## src/hdl/gaas_div.sv

```systemverilog
`timescale 1ns / 1ps
// Pipelined restoring divider, one quotient bit per stage, with a side payload.
// Quotient must fit Q_W bits (caller saturates otherwise). Depends on nothing.
module gaas_div #(
	parameter int NUM_W = 32,
	parameter int DEN_W = 16,
	parameter int Q_W = 24,
	parameter int SIDE_W = 1
) (
	input logic clk,
	input logic arst_n,
	input logic in_valid,
	input logic [NUM_W-1:0] num,
	input logic [DEN_W-1:0] den,
	input logic [SIDE_W-1:0] side_in,
	output logic out_valid,
	output logic [Q_W-1:0] quo,
	output logic [SIDE_W-1:0] side_out
);

	localparam int EXT_W = NUM_W + DEN_W;

	logic [EXT_W-1:0] num_ext;
	logic [DEN_W-1:0] rem_s [Q_W];
	logic [Q_W-1:0] lo_s [Q_W];
	logic [DEN_W-1:0] den_s [Q_W];
	logic [SIDE_W-1:0] side_s [Q_W];
	logic vld_s [Q_W];

	assign num_ext = {{DEN_W{1'b0}}, num};

	for (genvar k = 0; k < Q_W; k++) begin : g_stage
		logic [DEN_W-1:0] rem_i;
		logic [DEN_W-1:0] den_i;
		logic [Q_W-1:0] lo_i;
		logic [SIDE_W-1:0] side_i;
		logic vld_i;
		logic [DEN_W:0] trial;
		logic take;

		if (k == 0) begin : g_first
			assign rem_i = DEN_W'(num_ext >> Q_W);
			assign lo_i = num[Q_W-1:0];
			assign den_i = den;
			assign side_i = side_in;
			assign vld_i = in_valid;
		end else begin : g_next
			assign rem_i = rem_s[k-1];
			assign lo_i = lo_s[k-1];
			assign den_i = den_s[k-1];
			assign side_i = side_s[k-1];
			assign vld_i = vld_s[k-1];
		end

		assign trial = {rem_i, lo_i[Q_W-1]};
		assign take = trial >= {1'b0, den_i};

		always_ff @(posedge clk or negedge arst_n) begin
			if (!arst_n) begin
				vld_s[k] <= 1'b0;
			end else begin
				vld_s[k] <= vld_i;
			end
		end

		always_ff @(posedge clk) begin
			rem_s[k] <= take ? DEN_W'(trial - {1'b0, den_i}) : trial[DEN_W-1:0];
			lo_s[k] <= {lo_i[Q_W-2:0], take};
			den_s[k] <= den_i;
			side_s[k] <= side_i;
		end
	end

	assign out_valid = vld_s[Q_W-1];
	assign quo = lo_s[Q_W-1];
	assign side_out = side_s[Q_W-1];

endmodule

```

## config.mk

```make
export PLATFORM = sky130hd
export DESIGN_NAME = gaas_div
export DESIGN_NICKNAME = d
export VERILOG_FILES = /design/src/hdl/gaas_div.sv
export SDC_FILE = /design/constraint.sdc
export NUM_CORES = 2
export LEC_CHECK = 0
export ABC_AREA = 1
export BUFFER_PORTS_ARGS = -buffer_cell sky130_fd_sc_hd__buf_2
export CORE_UTILIZATION = 45
export CTS_BUF_LIST = sky130_fd_sc_hd__clkbuf_4 sky130_fd_sc_hd__clkbuf_8
export CTS_CLUSTER_DIAMETER = 200
export DETAILED_ROUTE_END_ITERATION = 7
export GPL_ROUTABILITY_DRIVEN = 0
export GPL_TIMING_DRIVEN = 0
export SETUP_SLACK_MARGIN = 0.02
export SLEW_MARGIN = 20
export SYNTH_ARGS = -nofsm -noshare
export SYNTH_HDL_FRONTEND = slang
export SYNTH_SLANG_ARGS = --single-unit
```

## constraint.sdc

```tcl
create_clock -name clk -period 1.7 [get_ports clk]
set_input_delay 0.34 -clock clk [delete_from_list [all_inputs] [get_ports clk]]
set_output_delay 0.34 -clock clk [all_outputs]
set_load 0.03 [all_outputs]
```

Yosys cells after proc, flatten, opt, wreduce, memory -nomap -nowiden
Memories as Yosys holds them, arrays and structs flattened.
Index checks and enable logic that the tools add are counted.
{"block": "word_totals", "regBits": 24, "mem_bits_rw": 1368, "inputBits": 52, "out_inout_bits": 26, "word_cells": 100, "n_memories": 4}
{"name": "lo_s", "words": 24, "width": 24, "read_ports": 24, "rd_ports_with_merged_regs": 0, "wr": 24, "line_no": "25", "rtl": "logic [Q_W-1:0] lo_s [Q_W];"}
{"name": "den_s", "words": 24, "width": 16, "read_ports": 23, "rd_ports_with_merged_regs": 0, "wr": 24, "line_no": "26", "rtl": "logic [DEN_W-1:0] den_s [Q_W];"}
{"name": "rem_s", "words": 24, "width": 16, "read_ports": 23, "rd_ports_with_merged_regs": 0, "wr": 24, "line_no": "24", "rtl": "logic [DEN_W-1:0] rem_s [Q_W];"}
{"name": "side_s", "words": 24, "width": 1, "read_ports": 24, "rd_ports_with_merged_regs": 0, "wr": 24, "line_no": "27", "rtl": "logic [SIDE_W-1:0] side_s [Q_W];"}
{"block": "op_classes", "n_addsub": 24, "magnitude_cmp": 24, "n_mux": 24}
{"op": "17-bit by 16-bit greater-or-equal comparator with 1-bit output", "n": 23}
{"op": "16-bit 2-to-1 mux", "n": 24}
{"op": "16-bit subtractor", "n": 23}
{"op": "9-bit by 16-bit greater-or-equal comparator with 1-bit output", "n": 1}
{"op": "9-bit by 16-bit subtractor with 16-bit output", "n": 1}

Depth between registers and ports, before layout
An unclocked memory read counts as a cell.
{"block": "depth", "depth_word": 3, "depth_mapped": 15, "ltp_nobuf": 13}

Least setup slack after synthesis
Ideal clock, no wire load.
{"block": "synth_path", "path_type": "input port to flip-flop", "from": "in num[23]", "to": "mem rem_s[0][4]", "setup_time_ns": 0.058, "arrival_time_ns": 1.779, "required_time_ns": 1.642, "slack_ns": -0.137, "stages": 13, "n_path_buf": 1, "cell_sequence": "inv_1 -> ha_1 -> fa_1 -> inv_1 -> nand3_1 -> nand2_1 -> nand3_1 -> nand3_1 -> nand2_1 -> nand2_2 -> buf_4 -> nand2_1 -> nand2_1"}
{"element": "start, declared", "line_no": "13", "rtl": "input logic [NUM_W-1:0] num,"}
{"element": "end, declared", "line_no": "24"}

==> results.md <==
* Die ar. at 131,000 um2
* CP Capture Type: flop
* Lkg Pwr at 0.04256 uW
* Die X at 361.9 um
* Worst VDD drop at 1.148 mV
* Synth area leaders: dfxtp_1 46%, nand2_1 18%, inv_1 9.2%
* Layout net count at 9,191
* Routed Antenna Nets at 0
* Syn_nets at 8,156
* Failing checks: setup timing
* Yosys warning total at 0
* Clock Path Buffers at 3
* WL per Instance at 15.15 um
* Post-synthesis cell area at 58,290 um2
* Area occupied by multi-input gates at 35,160 um2
* Number of port buffers at 77
* Area growth syn-to-layout at 44.62%
* Vias post-DR at 51,679
* Root Driver: clkbuf_8
* Grt ovf at 0
* Die height at 361.9 um
* Fmax at 0.5226 GHz
* Unrepaired setup endpoints after global routing: true
* Synth area leader: dfxtp_1
* Distinct cell type count after synthesis at 42
* Routed wire length at 161,300 um
* Total Routing Usage GR at 0.2248
* Final period util at 1.126
* Reg area at 28,120 um2
* Iter 0 DRT Violations at 3,402
* Critical Path RT at 2.57 ns
* Max_cap viols at 0
* Met3 WL at 9739 um
* Status: complete, but fails checks
* Drt pass-1 iters at 6
* Clk slew on worst S/H paths at 0.06 ns
* CTS tree: yes
* Layout cells sized above 1 at 0.4385
* Slew @ Worst Pin at 0.4963 ns
* Setup Viol. Count Final at 361
* Crit-path max FO at 8
* Std-Cell Rows at 131
* Slew Viols, Final at 0
* Placed wire-length estimate at 104,000 um
* Critical R2R Launch: den_s[0][111]
* Max-slew headroom at 0.6691
* Post-synthesis sequential area ratio at 0.4691
* Post-Synthesis Cells at 7,704
* Largest net degree at the start of global routing at 25
* Final-layout fill cell count at 9,996
* Synth Register Bits at 1,360
* Total clock sinks at 1,360
* Top Ports at 78
* CP startpoint: den_s[0][111]
* Layout Skew at 0.05292 ns
* Antenna violations before repair at 4
* Vias in the first global route at 48,467
* CP Launch Type: flop
* HP Class: in2async
* Tot Pwr at 161,200 uW
* Clk_lat worst skew at 0.96 ns
* Setup CP Type: reg2reg
* Cell area after layout at 84,300 um2
* Crit path DAT at 2.78 ns
* DRC errors left at 0
* Top-area cell type share of the netlist area at 0.4588
* Via density at 4.852
* WHS at 0.002744 ns
* Wl on met1 at 67,290 um
* Final Hold Fails at 0
* Pwr per Cell Area at 1912 nW/um2
* Global-route wire length before repair at 238,900 um
* Reg-to-Reg End: rem_s[0][124]
* Final Critical Period at 1.914 ns
* Initial core utilization at 0.4554
* Syn_area_per_cell at 7.566 um2
* Top sig layer: met4
* Register-to-register setup slack at -0.21 ns
* H-tree levels at 4
* Core area at 128,000 um2
* Worst setup endpoint: rem_s[0][124]
* Worst R2R Path Depth at 14
* Most frequent cells in the layout: 1,841 x nand2_1, 1,096 x inv_1, 810 x dfxtp_1, 725 x nand2_2, 531 x buf_4
* Commonest non-fill, non-tap cell in the layout: nand2_1
* CTS buffer count at 217
* Final worst setup slack at -0.2136 ns
* DR WL met2 at 78,770 um
* Area after DPL at 60,970 um2
[synthesized netlist by cell type, drive strengths merged]
master and number:
a21boi 2, a21oi 205, and2 16, and3 10
buf 73, clkbuf 7, dfrtp 24, dfxtp 1336
fa 23, ha 377, inv 1447, nand2 2840
nand3 573, nand3b 60, nand4 101, nor2 312
nor3 74, nor3b 2, nor4 6, o21a 15
o21ai 22, o21bai 16, or2 22, xnor2 32
xor2 109
[area by class of cell]
class / count / share of cell area
diodes: 3 / 0.00008905
clock buffers: 327 / 0.04908
well taps: 1729 / 0.02566
multi-input cells: 4817 / 0.4170
flip-flops and latches: 1360 / 0.3336
repair buffers: 829 / 0.08849
inverters: 1447 / 0.06532
clock inverters: 72 / 0.009766
plain buffers: 67 / 0.01094
[cells by family after synthesis]
family,Yosys count,share of synthesized area
simple gates,4016,0.2927
xor+xnor,141,0.02119
buf+inv,1527,0.1043
compound gates,260,0.02387
flops,1360,0.4691
fa+ha+maj,400,0.08882
[where the power goes]
group | total [uW] | switching (uW) | internal, uW
sequential | 46100 | 5980 | 40100
combinational | 84300 | 46400 | 37900
clock | 30800 | 13100 | 17700
total | 161000 | 65500 | 95700
[how the worst min path moves through the flow]
| stage | cells past startpoint | slack [ns] | start | endpoint |
|---|---|---|---|---|
| after floorplan | 0 | 0.04 | arst_n | g_stage[10].vld_i |
| after global placement | 0 | 0.31 | side_s[5] | side_s[6] |
| after detailed placement | 0 | 0.31 | lo_s[9][12] | lo_s[10][13] |
| after CTS | 2 | 0.006 | num[12] | lo_s[0][13] |
| after global routing | 3 | 0.009 | arst_n | g_stage[19].vld_i |
| final | 3 | 0.003 | arst_n | g_stage[17].vld_i |
[through the flow]
stage          worst slack [ns]    util  instances  setup TNS [ns]
3_3_place_gp            -0.5041  0.4763       9510         -106.71
5_1_grt                 -0.3010  0.6585      10650          -61.52
4_1_cts                 -0.1825  0.5919      10329          -33.18
3_5_place_dp            -0.5031  0.4763       9510         -111.81
6_report                -0.2136  0.6585      10651          -29.51
2_1_floorplan           0.02039       -       7704               0
[worst max-delay path, stage by stage (launching register included)]
cell       delay, ns
dfxtp_2         0.34
inv_2           0.05
ha_4            0.28
inv_4           0.04
nor2_4          0.11
nand2_2         0.09
nor2_1          0.11
nand2_1         0.07
nor2_2          0.15
nor2_2          0.05
nand2_2         0.10
buf_8           0.16
clkbuf_16       0.17
nand3_4         0.08
nand2_2         0.08
[state kept, by name, summed over array words and instances (netlist names)]
register	cells
lo_s	576
side_s	24
den_s	368
rem_s	368
out_valid	1
g_stage.vld_i	23
[what timing repair did]
item                        CTS  global route
pin swaps                   298           711
setup buffers               317           319
gates cloned                 27            14
hold endpoints to repair     82             0
hold buffers                 85             0
setup endpoints to repair   400           413
gates resized for setup    1428          1927
[layer usage]
| metal | GRT usage | up-vias |
|---|---|---|
| li1 | - | 25672 |
| met1 | 0.2804 | 23883 |
| met2 | 0.3822 | 1675 |
| met3 | 0.04237 | 449 |
| met4 | 0.08641 | 0 |
| met5 | 0 | - |
No activity file was read; power rests on OpenSTA's default activity.
